==> src/design/fps_pkg.sv <==
// Shared types, widths and constants of the face position smoother.
`default_nettype none

package fps_pkg;

  // Field and state widths.
  localparam int CoordBits    = 12;
  localparam int SizeBits     = 13;
  localparam int PosBits      = 14;
  localparam int AreaBits     = 25;
  localparam int AreaStepBits = 26;
  localparam int OutBits      = 16;
  localparam int HalfBits     = SizeBits - 1;

  // Stream payload widths.
  localparam int InDataBits  = 4 * CoordBits;
  localparam int OutDataBits = 3 * OutBits;

  // Configuration register map.
  localparam int CfgIdxBits = 1;
  typedef enum logic [CfgIdxBits-1:0] {
    CFG_SENSOR_WIDTH  = 1'b0,
    CFG_SENSOR_HEIGHT = 1'b1
  } cfg_reg_e;

  localparam logic [SizeBits-1:0] SensorWidthReset  = 13'd640;
  localparam logic [SizeBits-1:0] SensorHeightReset = 13'd480;

  // Queue between the front and the back.
  localparam int QueueDepth = 2;
  localparam int QPtrBits   = $clog2(QueueDepth);
  localparam int QCntBits   = $clog2(QueueDepth + 1);

  // One smoothed position handed from the front to the back.
  typedef struct packed {
    logic signed [PosBits-1:0] center_x;
    logic signed [PosBits-1:0] center_y;
    logic [AreaBits-1:0]       area;
  } fps_entry_t;

  // Control of one normalizing divider.
  typedef struct packed {
    logic load;
    logic step;
  } norm_ctrl_t;

  // Back end sequencer.
  typedef enum logic [1:0] {
    BK_IDLE,
    BK_DIV,
    BK_SQRT,
    BK_OUT
  } back_state_e;

  localparam int NormIters    = 15;
  localparam int AreaDivIters = 33;
  localparam int SqrtIters    = 17;
  localparam int CntBits      = $clog2(AreaDivIters);

  // The distance numerator is (2 * 100.0 in Q.14)^2 = 10000 * 2^30. Its low
  // 33 bits are zero, so the area division starts from its upper part, 1250.
  localparam logic [AreaBits-1:0] DivRemInit = 25'd1250;
  localparam logic [AreaBits-1:0] SmallArea  = 25'd1250;

  localparam logic [OutBits-1:0] Q14One  = 16'd16384;
  localparam logic [OutBits-1:0] DistMin = 16'd4915;
  localparam logic [OutBits:0]   DistMax = 17'd32768;

endpackage

`default_nettype wire

==> src/design/fps_queue.sv <==
// Two-entry queue that carries smoothed positions from the front to the back.
`default_nettype none

module fps_queue (
  input  wire                 clk_i,
  input  wire                 rst_ni,
  input  wire                 push_i,
  input  fps_pkg::fps_entry_t data_i,
  input  wire                 pop_i,
  output fps_pkg::fps_entry_t data_o,
  output logic                full_o,
  output logic                empty_o
);

  fps_pkg::fps_entry_t                 mem_q [fps_pkg::QueueDepth];
  logic [fps_pkg::QPtrBits-1:0]        wr_ptr_q, wr_ptr_d;
  logic [fps_pkg::QPtrBits-1:0]        rd_ptr_q, rd_ptr_d;
  logic [fps_pkg::QCntBits-1:0]        count_q, count_d;

  assign full_o  = (count_q == fps_pkg::QCntBits'(fps_pkg::QueueDepth));
  assign empty_o = (count_q == '0);
  assign data_o  = mem_q[rd_ptr_q];

  // Pointer and fill count update.
  always_comb begin
    wr_ptr_d = wr_ptr_q;
    rd_ptr_d = rd_ptr_q;
    count_d  = count_q;
    if (push_i) begin
      wr_ptr_d = (wr_ptr_q == fps_pkg::QPtrBits'(fps_pkg::QueueDepth - 1)) ? '0
                 : wr_ptr_q + 1'b1;
    end
    if (pop_i) begin
      rd_ptr_d = (rd_ptr_q == fps_pkg::QPtrBits'(fps_pkg::QueueDepth - 1)) ? '0
                 : rd_ptr_q + 1'b1;
    end
    if (push_i && !pop_i) begin
      count_d = count_q + 1'b1;
    end else if (pop_i && !push_i) begin
      count_d = count_q - 1'b1;
    end
  end

  always_ff @(posedge clk_i or negedge rst_ni) begin
    if (!rst_ni) begin
      wr_ptr_q <= '0;
      rd_ptr_q <= '0;
      count_q  <= '0;
    end else begin
      wr_ptr_q <= wr_ptr_d;
      rd_ptr_q <= rd_ptr_d;
      count_q  <= count_d;
    end
  end

  // Entry storage.
  always_ff @(posedge clk_i) begin
    if (push_i) begin
      mem_q[wr_ptr_q] <= data_i;
    end
  end

endmodule

`default_nettype wire

==> src/design/fps_front.sv <==
// Front end: takes detections and updates the smoothed center and area.
`default_nettype none

module fps_front (
  input  wire                                clk_i,
  input  wire                                rst_ni,
  input  wire                                in_valid_i,
  input  wire                                in_found_i,
  input  wire [fps_pkg::InDataBits-1:0]      in_data_i,
  output logic                               in_ready_o,
  input  wire                                q_full_i,
  output logic                               push_o,
  output fps_pkg::fps_entry_t                entry_o
);

  localparam int CB = fps_pkg::CoordBits;
  localparam int PB = fps_pkg::PosBits;
  localparam int AB = fps_pkg::AreaBits;
  localparam int SB = fps_pkg::AreaStepBits;
  localparam int WB = PB + 2;   // working width of the center steps
  localparam int VB = AB + 2;   // working width of the area steps

  logic signed [PB-1:0] center_x_q, center_x_d;
  logic signed [PB-1:0] center_y_q, center_y_d;
  logic signed [PB-1:0] step_x_q, step_x_d;
  logic signed [PB-1:0] step_y_q, step_y_d;
  logic [AB-1:0]        area_q, area_d;
  logic signed [SB-1:0] astep_q, astep_d;

  logic [CB-1:0]         left, top, fw, fh;
  logic [CB:0]           tgt_x, tgt_y;
  logic signed [WB-1:0]  src_x, src_y, half_x, half_y;
  logic [2*CB-1:0]       prod;
  logic signed [VB-1:0]  src_a, adj_a, quart_a, area_sum;
  logic                  accept;

  // Halving that truncates toward zero.
  function automatic logic signed [WB-1:0] trunc_half(input logic signed [WB-1:0] v);
    logic signed [WB-1:0] adj;
    adj = v + $signed({{(WB-1){1'b0}}, v[WB-1]});
    return adj >>> 1;
  endfunction

  assign in_ready_o = !q_full_i;
  assign accept     = in_valid_i && in_ready_o;
  assign push_o     = accept;

  assign left = in_data_i[CB-1:0];
  assign top  = in_data_i[2*CB-1:CB];
  assign fw   = in_data_i[3*CB-1:2*CB];
  assign fh   = in_data_i[4*CB-1:3*CB];

  // New center steps: toward the face center, or decay of the held step.
  always_comb begin
    tgt_x = {1'b0, left} + {2'b0, fw[CB-1:1]};
    tgt_y = {1'b0, top} + {2'b0, fh[CB-1:1]};
    if (in_found_i) begin
      src_x = $signed({{(WB-CB-1){1'b0}}, tgt_x}) - WB'(center_x_q);
      src_y = $signed({{(WB-CB-1){1'b0}}, tgt_y}) - WB'(center_y_q);
    end else begin
      src_x = WB'(step_x_q);
      src_y = WB'(step_y_q);
    end
    half_x     = trunc_half(src_x);
    half_y     = trunc_half(src_y);
    step_x_d   = half_x[PB-1:0];
    step_y_d   = half_y[PB-1:0];
    center_x_d = center_x_q + step_x_d;
    center_y_d = center_y_q + step_y_d;
  end

  // New area step, a quarter that truncates toward zero, and the area floor.
  always_comb begin
    prod = fw * fh;
    if (in_found_i) begin
      src_a = $signed({{(VB-2*CB){1'b0}}, prod}) - $signed({2'b0, area_q});
    end else begin
      src_a = VB'(astep_q);
    end
    adj_a    = src_a + $signed({{(VB-2){1'b0}}, {2{src_a[VB-1]}}});
    quart_a  = adj_a >>> 2;
    astep_d  = quart_a[SB-1:0];
    area_sum = $signed({2'b0, area_q}) + VB'(astep_d);
    if (area_sum < $signed(VB'(1))) begin
      area_d = AB'(1);
    end else begin
      area_d = area_sum[AB-1:0];
    end
  end

  assign entry_o.center_x = center_x_d;
  assign entry_o.center_y = center_y_d;
  assign entry_o.area     = area_d;

  always_ff @(posedge clk_i or negedge rst_ni) begin
    if (!rst_ni) begin
      center_x_q <= '0;
      center_y_q <= '0;
      step_x_q   <= '0;
      step_y_q   <= '0;
      area_q     <= '0;
      astep_q    <= '0;
    end else if (accept) begin
      center_x_q <= center_x_d;
      center_y_q <= center_y_d;
      step_x_q   <= step_x_d;
      step_y_q   <= step_y_d;
      area_q     <= area_d;
      astep_q    <= astep_d;
    end
  end

endmodule

`default_nettype wire

==> src/design/fps_norm_div.sv <==
// Bit-serial rounding divider that turns a center position into Q1.14.
`default_nettype none

module fps_norm_div (
  input  wire                                  clk_i,
  input  fps_pkg::norm_ctrl_t                  ctrl_i,
  input  wire signed [fps_pkg::PosBits-1:0]    pos_i,
  input  wire [fps_pkg::SizeBits-1:0]          size_i,
  output logic signed [fps_pkg::OutBits-1:0]   norm_o
);

  localparam int HB = fps_pkg::HalfBits;
  localparam int PB = fps_pkg::PosBits;
  localparam int DB = PB + 2;
  localparam int QB = fps_pkg::NormIters;
  localparam int OB = fps_pkg::OutBits;

  logic [HB-1:0]        half_raw, half_eff;
  logic signed [DB-1:0] diff;
  logic [DB-1:0]        mag;
  logic                 sat;

  logic [HB:0]   rem_q, rem_d;
  logic [HB:0]   div_q;
  logic [QB-1:0] quot_q, quot_d;
  logic [QB-1:0] shf_q;
  logic          neg_q, sat_q;
  logic [HB+1:0] rem2;
  logic          ge;
  logic [OB-1:0] mag_out;

  // Half size (at least 1) and the offset of the position from it.
  always_comb begin
    half_raw = size_i[HB:1];
    half_eff = (half_raw == '0) ? HB'(1) : half_raw;
    diff     = $signed({{(DB-HB){1'b0}}, half_eff}) - DB'(pos_i);
    mag      = diff[DB-1] ? DB'(-diff) : DB'(diff);
    sat      = (mag >= {{(DB-HB){1'b0}}, half_eff});
  end

  // One quotient bit per step: the dividend is mag * 2^15 + half over 2 * half.
  always_comb begin
    rem2   = {rem_q, shf_q[QB-1]};
    ge     = (rem2 >= {1'b0, div_q});
    rem_d  = ge ? (rem2[HB:0] - div_q) : rem2[HB:0];
    quot_d = {quot_q[QB-2:0], ge};
  end

  always_ff @(posedge clk_i) begin
    if (ctrl_i.load) begin
      rem_q  <= {1'b0, mag[HB-1:0]};
      div_q  <= {half_eff, 1'b0};
      shf_q  <= {{(QB-HB){1'b0}}, half_eff};
      quot_q <= '0;
      neg_q  <= diff[DB-1];
      sat_q  <= sat;
    end else if (ctrl_i.step) begin
      rem_q  <= rem_d;
      quot_q <= quot_d;
      shf_q  <= {shf_q[QB-2:0], 1'b0};
    end
  end

  // Saturation and sign.
  always_comb begin
    mag_out = sat_q ? fps_pkg::Q14One : {{(OB-QB){1'b0}}, quot_q};
    norm_o  = neg_q ? $signed(-mag_out) : $signed(mag_out);
  end

endmodule

`default_nettype wire

==> src/design/fps_back.sv <==
// Back end: normalizes the center and derives the distance, one entry at a time.
`default_nettype none

module fps_back (
  input  wire                                clk_i,
  input  wire                                rst_ni,
  input  fps_pkg::fps_entry_t                entry_i,
  input  wire                                q_empty_i,
  output logic                               q_pop_o,
  input  wire [fps_pkg::SizeBits-1:0]        sensor_width_i,
  input  wire [fps_pkg::SizeBits-1:0]        sensor_height_i,
  output logic                               out_valid_o,
  input  wire                                out_ready_i,
  output logic [fps_pkg::OutDataBits-1:0]    out_data_o
);

  localparam int AB = fps_pkg::AreaBits;
  localparam int QB = fps_pkg::AreaDivIters;
  localparam int RB = fps_pkg::SqrtIters;
  localparam int SB = RB + 2;
  localparam int OB = fps_pkg::OutBits;
  localparam int NB = fps_pkg::CntBits;
  localparam int OutDataBits_l = fps_pkg::OutDataBits;

  fps_pkg::back_state_e state_q, state_d;
  logic [NB-1:0]        cnt_q, cnt_d;
  logic                 out_valid_q, out_valid_d;

  logic [AB-1:0]        area_q, area_d;
  logic                 small_q, small_d;
  logic [AB-1:0]        rem_q, rem_d;
  logic [QB-1:0]        quot_q, quot_d;
  logic [QB:0]          rad_q, rad_d;
  logic [SB-1:0]        srem_q, srem_d;
  logic [RB-1:0]        root_q, root_d;
  logic [OutDataBits_l-1:0] out_data_q, out_data_d;

  fps_pkg::norm_ctrl_t       norm_ctrl;
  logic signed [OB-1:0]      norm_x, norm_y;

  logic [AB:0]   rem2;
  logic          dge;
  logic [AB:0]   drem;
  logic [QB-1:0] quot_nx;
  logic [SB+1:0] remw, trial, sdiff;
  logic          sge;
  logic [RB:0]   root_inc;
  logic [RB-1:0] qd;
  logic [OB-1:0] dist_q14;

  // Normalizing dividers for both axes.
  fps_norm_div u_norm_x (
    .clk_i  (clk_i),
    .ctrl_i (norm_ctrl),
    .pos_i  (entry_i.center_x),
    .size_i (sensor_width_i),
    .norm_o (norm_x)
  );

  fps_norm_div u_norm_y (
    .clk_i  (clk_i),
    .ctrl_i (norm_ctrl),
    .pos_i  (entry_i.center_y),
    .size_i (sensor_height_i),
    .norm_o (norm_y)
  );

  // One step of the restoring division 10000 * 2^30 / area.
  always_comb begin
    rem2    = {rem_q, 1'b0};
    dge     = (rem2 >= {1'b0, area_q});
    drem    = dge ? (rem2 - {1'b0, area_q}) : rem2;
    quot_nx = {quot_q[QB-2:0], dge};
  end

  // One step of the digit-by-digit square root of the quotient.
  always_comb begin
    remw  = {srem_q, rad_q[QB:QB-1]};
    trial = {2'b0, root_q, 2'b01};
    sge   = (remw >= trial);
    sdiff = remw - trial;
  end

  // Distance: the largest q with 2q - 1 <= square root, then the limits.
  always_comb begin
    root_inc = {1'b0, root_q} + 1'b1;
    qd       = root_inc[RB:1];
    if (small_q || (qd >= fps_pkg::DistMax)) begin
      dist_q14 = fps_pkg::DistMax[OB-1:0];
    end else if (qd < {{(RB-OB){1'b0}}, fps_pkg::DistMin}) begin
      dist_q14 = fps_pkg::DistMin;
    end else begin
      dist_q14 = qd[OB-1:0];
    end
  end

  // Sequencer.
  always_comb begin
    state_d     = state_q;
    cnt_d       = cnt_q;
    out_valid_d = out_valid_q && !out_ready_i;
    out_data_d  = out_data_q;
    area_d      = area_q;
    small_d     = small_q;
    rem_d       = rem_q;
    quot_d      = quot_q;
    rad_d       = rad_q;
    srem_d      = srem_q;
    root_d      = root_q;
    q_pop_o     = 1'b0;
    norm_ctrl   = '0;
    case (state_q)
      fps_pkg::BK_IDLE: begin
        if (!q_empty_i) begin
          q_pop_o        = 1'b1;
          norm_ctrl.load = 1'b1;
          area_d         = entry_i.area;
          small_d        = (entry_i.area <= fps_pkg::SmallArea);
          rem_d          = fps_pkg::DivRemInit;
          quot_d         = '0;
          cnt_d          = '0;
          state_d        = fps_pkg::BK_DIV;
        end
      end
      fps_pkg::BK_DIV: begin
        norm_ctrl.step = (cnt_q < NB'(fps_pkg::NormIters));
        rem_d          = drem[AB-1:0];
        quot_d         = quot_nx;
        cnt_d          = cnt_q + 1'b1;
        if (cnt_q == NB'(QB - 1)) begin
          rad_d   = {1'b0, quot_nx};
          srem_d  = '0;
          root_d  = '0;
          cnt_d   = '0;
          state_d = fps_pkg::BK_SQRT;
        end
      end
      fps_pkg::BK_SQRT: begin
        rad_d  = {rad_q[QB-2:0], 2'b00};
        srem_d = sge ? sdiff[SB-1:0] : remw[SB-1:0];
        root_d = {root_q[RB-2:0], sge};
        cnt_d  = cnt_q + 1'b1;
        if (cnt_q == NB'(RB - 1)) begin
          cnt_d   = '0;
          state_d = fps_pkg::BK_OUT;
        end
      end
      fps_pkg::BK_OUT: begin
        if (!out_valid_q || out_ready_i) begin
          out_valid_d = 1'b1;
          out_data_d  = {dist_q14, norm_y, norm_x};
          state_d     = fps_pkg::BK_IDLE;
        end
      end
      default: begin
        state_d = fps_pkg::BK_IDLE;
      end
    endcase
  end

  always_ff @(posedge clk_i or negedge rst_ni) begin
    if (!rst_ni) begin
      state_q     <= fps_pkg::BK_IDLE;
      cnt_q       <= '0;
      out_valid_q <= 1'b0;
    end else begin
      state_q     <= state_d;
      cnt_q       <= cnt_d;
      out_valid_q <= out_valid_d;
    end
  end

  always_ff @(posedge clk_i) begin
    area_q     <= area_d;
    small_q    <= small_d;
    rem_q      <= rem_d;
    quot_q     <= quot_d;
    rad_q      <= rad_d;
    srem_q     <= srem_d;
    root_q     <= root_d;
    out_data_q <= out_data_d;
  end

  assign out_valid_o = out_valid_q;
  assign out_data_o  = out_data_q;

endmodule

`default_nettype wire

==> src/design/face_position_smoother_top.sv <==
// Top level of the face position smoother: configuration registers and stream ports.
//
// One result comes out for every detection taken in. The front end updates the
// smoothed center and area in the cycle a detection is accepted and hands it to a
// two-entry queue, so it keeps taking detections until the queue is full. The back
// end works on one queued entry at a time, finishing one before it takes the next:
// it takes the entry, runs a bit-serial division of the distance numerator by the
// area (the two 15-step center dividers run alongside it), then a digit-by-digit
// square root, and loads the output register once that register is free. The user
// must write sensor width and height through the configuration port only while no
// transaction is in flight; the block itself does not enforce this.
`default_nettype none

module face_position_smoother_top (
  input  wire                                   clk_i,
  input  wire                                   rst_ni,
  // Configuration writes.
  input  wire                                   cfg_we_i,
  input  wire [fps_pkg::CfgIdxBits-1:0]         cfg_idx_i,
  input  wire [fps_pkg::SizeBits-1:0]           cfg_data_i,
  // Detection stream.
  input  wire                                   s_axis_tvalid_i,
  output logic                                  s_axis_tready_o,
  // Fields from bit 0: face_left[11:0], face_top[23:12], face_width[35:24],
  // face_height[47:36].
  input  wire [fps_pkg::InDataBits-1:0]         s_axis_tdata_i,
  // Fields: face_found[0].
  input  wire                                   s_axis_tuser_i,
  // Result stream.
  output logic                                  m_axis_tvalid_o,
  input  wire                                   m_axis_tready_i,
  // Fields from bit 0: norm_x[15:0], norm_y[31:16], distance[47:32].
  output logic [fps_pkg::OutDataBits-1:0]       m_axis_tdata_o
);

  logic [fps_pkg::SizeBits-1:0] sensor_width_q;
  logic [fps_pkg::SizeBits-1:0] sensor_height_q;

  fps_pkg::fps_entry_t push_entry;
  fps_pkg::fps_entry_t pop_entry;
  logic                push;
  logic                pop;
  logic                q_full;
  logic                q_empty;

  // Configuration registers.
  always_ff @(posedge clk_i or negedge rst_ni) begin
    if (!rst_ni) begin
      sensor_width_q  <= fps_pkg::SensorWidthReset;
      sensor_height_q <= fps_pkg::SensorHeightReset;
    end else if (cfg_we_i) begin
      case (fps_pkg::cfg_reg_e'(cfg_idx_i))
        fps_pkg::CFG_SENSOR_WIDTH:  sensor_width_q  <= cfg_data_i;
        fps_pkg::CFG_SENSOR_HEIGHT: sensor_height_q <= cfg_data_i;
        default: begin
        end
      endcase
    end
  end

  fps_front u_front (
    .clk_i      (clk_i),
    .rst_ni     (rst_ni),
    .in_valid_i (s_axis_tvalid_i),
    .in_found_i (s_axis_tuser_i),
    .in_data_i  (s_axis_tdata_i),
    .in_ready_o (s_axis_tready_o),
    .q_full_i   (q_full),
    .push_o     (push),
    .entry_o    (push_entry)
  );

  fps_queue u_queue (
    .clk_i   (clk_i),
    .rst_ni  (rst_ni),
    .push_i  (push),
    .data_i  (push_entry),
    .pop_i   (pop),
    .data_o  (pop_entry),
    .full_o  (q_full),
    .empty_o (q_empty)
  );

  fps_back u_back (
    .clk_i           (clk_i),
    .rst_ni          (rst_ni),
    .entry_i         (pop_entry),
    .q_empty_i       (q_empty),
    .q_pop_o         (pop),
    .sensor_width_i  (sensor_width_q),
    .sensor_height_i (sensor_height_q),
    .out_valid_o     (m_axis_tvalid_o),
    .out_ready_i     (m_axis_tready_i),
    .out_data_o      (m_axis_tdata_o)
  );

endmodule

`default_nettype wire
==> config.mk <==
export PLATFORM = sky130hd
export DESIGN_NAME = face_position_smoother_top
export DESIGN_NICKNAME = d
export VERILOG_FILES = /design/src/design/fps_pkg.sv /design/src/design/fps_queue.sv /design/src/design/fps_front.sv /design/src/design/fps_norm_div.sv /design/src/design/fps_back.sv /design/src/design/face_position_smoother_top.sv
export SDC_FILE = /design/constraint.sdc
export NUM_CORES = 2
export LEC_CHECK = 0
export BUFFER_PORTS_ARGS = -buffer_cell sky130_fd_sc_hd__buf_2
export CAP_MARGIN = 40
export CORE_MARGIN = 2
export CORE_UTILIZATION = 45
export DETAILED_ROUTE_END_ITERATION = 10
export GPL_TIMING_DRIVEN = 1
export PLACE_DENSITY = 0.58
export SYNTH_ARGS = -nofsm -noshare
export SYNTH_HDL_FRONTEND = slang
export SYNTH_SLANG_ARGS = --single-unit
==> constraint.sdc <==
create_clock -name clk_i -period 21.9 [get_ports clk_i]
set_input_delay 3.285 -clock clk_i [delete_from_list [all_inputs] [get_ports clk_i]]
set_output_delay 3.285 -clock clk_i [all_outputs]
set_load 0.05 [all_outputs]
* After elaboration in Yosys (flattened, before gate mapping)
Memories as Yosys holds them, arrays and structs flattened.
Index checks and enable logic that the tools add are counted.
** Word-level totals
- Output and inout bits :: 50
- Flip-flop bits (word level) :: 460
- Bits in latches :: 0
- Memories :: 1
- Bits in read-only memories :: 0
- Bits of input ports :: 68
- Word-level logic and storage cells :: 176
- RAM bits :: 106
** Memory list
- u_queue.mem_q :: words 2, width 53, rd ports 1, clocked after Yosys merged registers in 0, write ports 1, line fps_queue.sv:15 : fps_pkg::fps_entry_t mem_q [fps_pkg::QueueDepth];
** Operators by class
- Bitwise logic cells :: 2
- Multipliers :: 1
- Eq/ne operators :: 10
- Multiplexer cells :: 55
- Shift operators :: 0
- Divide/modulo/power cells :: 0
- Add/sub/neg operators :: 27
- Reductions and logical operators :: 29
- $lt $le $gt $ge :: 11
** Operators with widths (count)
- $mux W12 :: 10
- $mux W16 :: 7
- $mux W25 :: 3
- $pmux W34 S2 :: 1
- $neg A15 Y16 :: 4
- $pmux W32 S2 :: 1
- $pmux W25 S2 :: 1
- $mux W19 :: 2
- $pmux W19 S2 :: 1
- $mux W34 :: 1
- $pmux W17 S2 :: 1
- $ge A16 B12 Y1 :: 2
- $mux W32 :: 1
- $add A15 B2 Y15 :: 2
- $mux W15 :: 2
- $sub A13 B14 Y15 :: 2
- $sub A14 B14 Y15 :: 2
- $add A14 B14 Y14 :: 2
- $ge A14 B13 Y1 :: 2
- $add A26 B25 Y27 :: 1
- $add A27 B3 Y27 :: 1
- $lt A27 B2 Y1 const B :: 1
- $mux W27 :: 1
- $add A12 B11 Y13 :: 2
- 40 further kinds :: 82

* Longest topological paths before layout
- Depth after elaboration :: 7
- Gate-level depth with buffers :: 38
- Depth with buffers taken out :: 36

* By module
Synthesis repeated with hierarchy kept, for this count alone.
** Unflattened totals
- Cells, all modules :: 4250
- Area total of the unflattened synthesis :: 42315.6 µm²
** Modules (own cells, without submodules)
- fps_front :: cells an instance 2020, instances 1, area an instance 16438.3 µm², seq. area each 2652.5 µm²
- fps_back :: cells an instance 945, instances 1, area an instance 11020.6 µm², seq. area each 6261.0 µm²
- fps_norm_div at u_back.u_norm_y :: cells an instance 542, instances 1, area an instance 4889.7 µm², seq. area each 1521.5 µm²
- fps_norm_div at u_back.u_norm_x :: cells an instance 506, instances 1, area an instance 4674.5 µm², seq. area each 1521.5 µm²
- fps_queue :: cells an instance 181, instances 1, area an instance 4261.6 µm², seq. area each 3283.1 µm²
- face_position_smoother_top :: cells an instance 56, instances 1, area an instance 1031.0 µm², seq. area each 658.1 µm²

* Worst setup path after synthesis
No wires, ideal clock.
- Path type :: input to register
- From :: in s_axis_tdata_i[45] (netlist bit)
- To :: mem u_queue.mem_q[0][24] (netlist bit), data pin
- Library setup time :: 0.274 ns
- Required time :: 21.626 ns
- Arrival time :: 11.645 ns
- Path buffers :: 3
- Setup slack :: 9.981 ns
- Stages :: 36
- Path through :: clkbuf_1 -> and2_1 -> fa_1 -> inv_1 -> fa_1 -> inv_1 -> fa_1 -> fa_1 -> inv_1 -> fa_1 -> inv_1 -> ha_1 -> clkbuf_1 -> nand2_1 -> o21ai_0 -> a31oi_4 -> a211oi_1 -> nor2b_1 -> xnor2_1 -> mux2i_1 -> nor2b_1 -> a211oi_1 -> a311oi_1 -> fa_1 -> a21o_1 -> a221oi_2 -> nor3_1 -> or4_1 -> a31o_2 -> a21o_1 -> a21oi_1 -> xor2_1 -> a41oi_1 -> a22oi_2 -> buf_2 -> nor3_1
** RTL lines
- start, declared :: line face_position_smoother_top.sv:26 : input wire [fps_pkg::InDataBits-1:0] s_axis_tdata_i,
- end, declared :: line fps_queue.sv:15

==> results.json <==
{
  "cp_data_arrival_time_ps": 13530,
  "cp_slowest_stage_delay_ps": 620,
  "rrSetupSlack_ps": 11380,
  "cts_buffers": 66,
  "hold_viol_final": 0,
  "viasPerCell": 5.369,
  "timing.rr.end": "u_queue.mem_q[1][22]",
  "reg2reg_from": "u_front.area_q[11]",
  "synth_cells": 4197,
  "die_height_um": 303.8,
  "start_kind": "input port",
  "worstMarginPinSlew_ps": 857.9,
  "fmax_ghz": 0.07554,
  "grt_usage_pct": 19.33,
  "cts_sinks": 564,
  "avgSynthCellArea_um2": 9.637,
  "hold_buffers": 0,
  "worstPathMaxFanout": 50,
  "grt_pass1_vias": 28200,
  "first_iter_violations": 1600,
  "clk_pin_slew_ps": 60,
  "grt-ovfl-total": 0,
  "rsz0062_at_grt": "no",
  "crit_top_cell": "fa_1",
  "first_pass_iters": 5,
  "htreeDepth": 3,
  "synth_area_mm2": 0.04045,
  "route.detailed.drc": 0,
  "holdPathEnd": "u_back.u_norm_x.quot_q[14]",
  "clockBufferDepth": 3,
  "async_flop_share_pct": 25.35,
  "grt_pass1_wl_um": 147700,
  "tns_ps": 0,
  "post-dp-hpwl_um": 67010,
  "area_delta_synth_final_pct": 9.398,
  "grt_max_degree": 85,
  "routed-via-count": 29260,
  "final_cell_mix": "nand2_1 (532), inv_1 (393), edfxtp_1 (383), ha_1 (309), nor2_1 (259)",
  "diodes": 0,
  "routedWlPerCell_um": 16.37,
  "hold_depth": 2,
  "initial_core_util_pct": 45.55,
  "wirelength_um": 89230,
  "ys_warn_count": 0,
  "synth_top_area_share_pct": 28.44,
  "dieArea_mm2": 0.09229,
  "fillCellCount": 8345,
  "root_buffer": "clkbuf_16",
  "drive_above_1_share_pct": 9.708,
  "synth-seq-area-share_pct": 39.18,
  "drv_slew": 0,
  "crit_start": "s_axis_tdata_i[39]",
  "io_pins": 118,
  "required_ps": 22200,
  "clock_skew_ps": 28.03,
  "die_w_um": 303.8,
  "setup-violations-final": 0,
  "synth_area_leaders": "edfxtp_1 (28%), ha_1 (9.6%), dfrtp_1 (8.5%)",
  "ys_types": 100,
  "core_area_mm2": 0.08878,
  "synth_edf_count": 383,
  "hp-start": "u_back.u_norm_x.quot_q[14]",
  "hold_path.class": "register to register",
  "cp-end-kind": "register",
  "rows": 109,
  "synth_top_area_cell": "edfxtp_1",
  "critPathKind": "input port to register",
  "port_buffers": 116,
  "worst_path_max_delay_cell": "o41ai_1",
  "final_common_cell": "nand2_1",
  "reg2reg_depth": 32,
  "cap_violations": 0,
  "period_needed_ps": 13240,
  "antenna_found_initial": 0,
  "post_cts_buffers": 0,
  "period_share_pct": 60.44,
  "insertion_delay_ps": 600,
  "cts_tree": "done",
  "antenna_left": 0,
  "fin_nets": 4746,
  "gp_congestion": 0.8340,
  "synth_fp_nets": 4709,
  "cts-resized-gates": 0,
  "ys_seq_elements": 564,
  "outcome": "finished clean",
  "max-slew-margin-rel_pct": 42.81,
  "synth-main-ff-cell": "edfxtp_1"
}
==> worst max-delay path by stage <==
| stage | depth (start not counted) | slack (ps) | end |
|---|---|---|---|
| 6_report | 35 | 8660 | u_queue.mem_q[1][22] |
| 5_1_grt | 35 | 7970 | u_queue.mem_q[1][22] |
| 4_1_cts | 35 | 8640 | u_queue.mem_q[1][22] |
| 3_5_place_dp | 35 | 8030 | u_queue.mem_q[1][22] |
| 3_3_place_gp | 35 | 8050 | u_queue.mem_q[0][22] |
| 2_1_floorplan | 36 | 9980 | u_queue.mem_q[0][24] |
==> worst max-delay path, delay by kind of cell <==
family | cells | cell delay, ps
xor+xnor | 2 | 530
mux | 1 | 540
compound gates | 13 | 3650
fa+ha+maj | 7 | 3440
simple gates | 6 | 1170
buf+inv | 6 | 890
==> layout make-up <==
class / instances / area, um^2 / share of cell area (%)
clock buffer: 82 / 1817 / 4.106
sequential: 564 / 15850 / 35.82
inverter: 400 / 1505 / 3.402
clock inverter: 37 / 310.3 / 0.7013
multi-input combinational: 3058 / 22470 / 50.79
timing repair buffer: 144 / 835.8 / 1.889
tap: 1165 / 1458 / 3.294
==> synthesized netlist by cell type (16+ instances only) <==
cell type	count
nand2_1	534
inv_1	395
edfxtp_1	383
ha_1	311
nor2_1	262
a21oi_1	222
o21ai_0	197
xnor2_1	157
clkbuf_1	142
dfrtp_1	137
fa_1	133
and2_1	112
mux2_2	96
nor3_1	96
nor2b_1	78
xor2_1	71
mux2i_1	69
a21o_1	58
nand3_1	55
o31ai_1	49
o21a_1	43
a31oi_1	38
dfxtp_1	38
a211oi_1	37
nand4_1	32
or3_1	32
nand2b_1	30
nor4_1	26
and3_1	24
o21bai_1	24
or2_2	24
a21boi_0	22
o211ai_1	19
buf_1	18
o31a_1	16
==> state kept, by name, summed over array words and instances, names as in the netlist, 13 cells and up <==
register                count
u_back.u_norm_y.rem_q      13
u_back.root_q              17
u_front.step_x_q           14
u_back.u_norm_x.rem_q      13
u_back.rem_q               25
u_front.astep_q            25
u_front.center_x_q         14
u_back.u_norm_y.quot_q     15
u_back.quot_q              32
u_front.center_y_q         14
u_back.rad_q               34
u_back.u_norm_y.shf_q      15
u_back.u_norm_x.quot_q     15
u_back.u_norm_x.shf_q      15
u_queue.mem_q             106
u_front.step_y_q           14
u_back.area_q              25
u_back.out_data_o          48
u_front.area_q             25
u_back.srem_q              19
==> through the flow <==
step / utilization (%) / cells / setup WS [ps] / hold slack, ps / area (um^2)
after floorplan: - / 4197 / 9981 / 431.6 / 40450
after global placement: 47.37 / 5327 / 8053 / 437.8 / 42050
after detailed placement: 47.44 / 5331 / 8034 / 444.3 / 42120
after CTS: 49.84 / 5450 / 8639 / 452.1 / 44250
after global routing: 49.84 / 5450 / 7965 / 471.3 / 44250
final: 49.84 / 5450 / 8663 / 448.1 / 44250
==> metal layers <==
layer  global-route usage [%]  vias up  share of wire [%]
met4                    4.744        0                1.8
met5                        0        -                  0
li1                         -    14770                  -
met2                    30.62      481                 45
met3                    2.333       96                3.7
met1                    28.21    13910                 50
==> cells by family (layout without fill, tap and decap cells) <==
family          Yosys count  after routing  share of synthesized area [%]
compound gates          854            854                          13.78
xor+xnor                228            228                          4.937
flops                   564            564                          39.18
fa+ha+maj               444            444                          16.20
mux                     166            166                          4.408
buf+inv                 575            663                          5.414
simple gates           1366           1366                          16.07
Power is not shown: default switching activity piles up to over one toggle a cycle in this logic, so the estimate is an artifact.
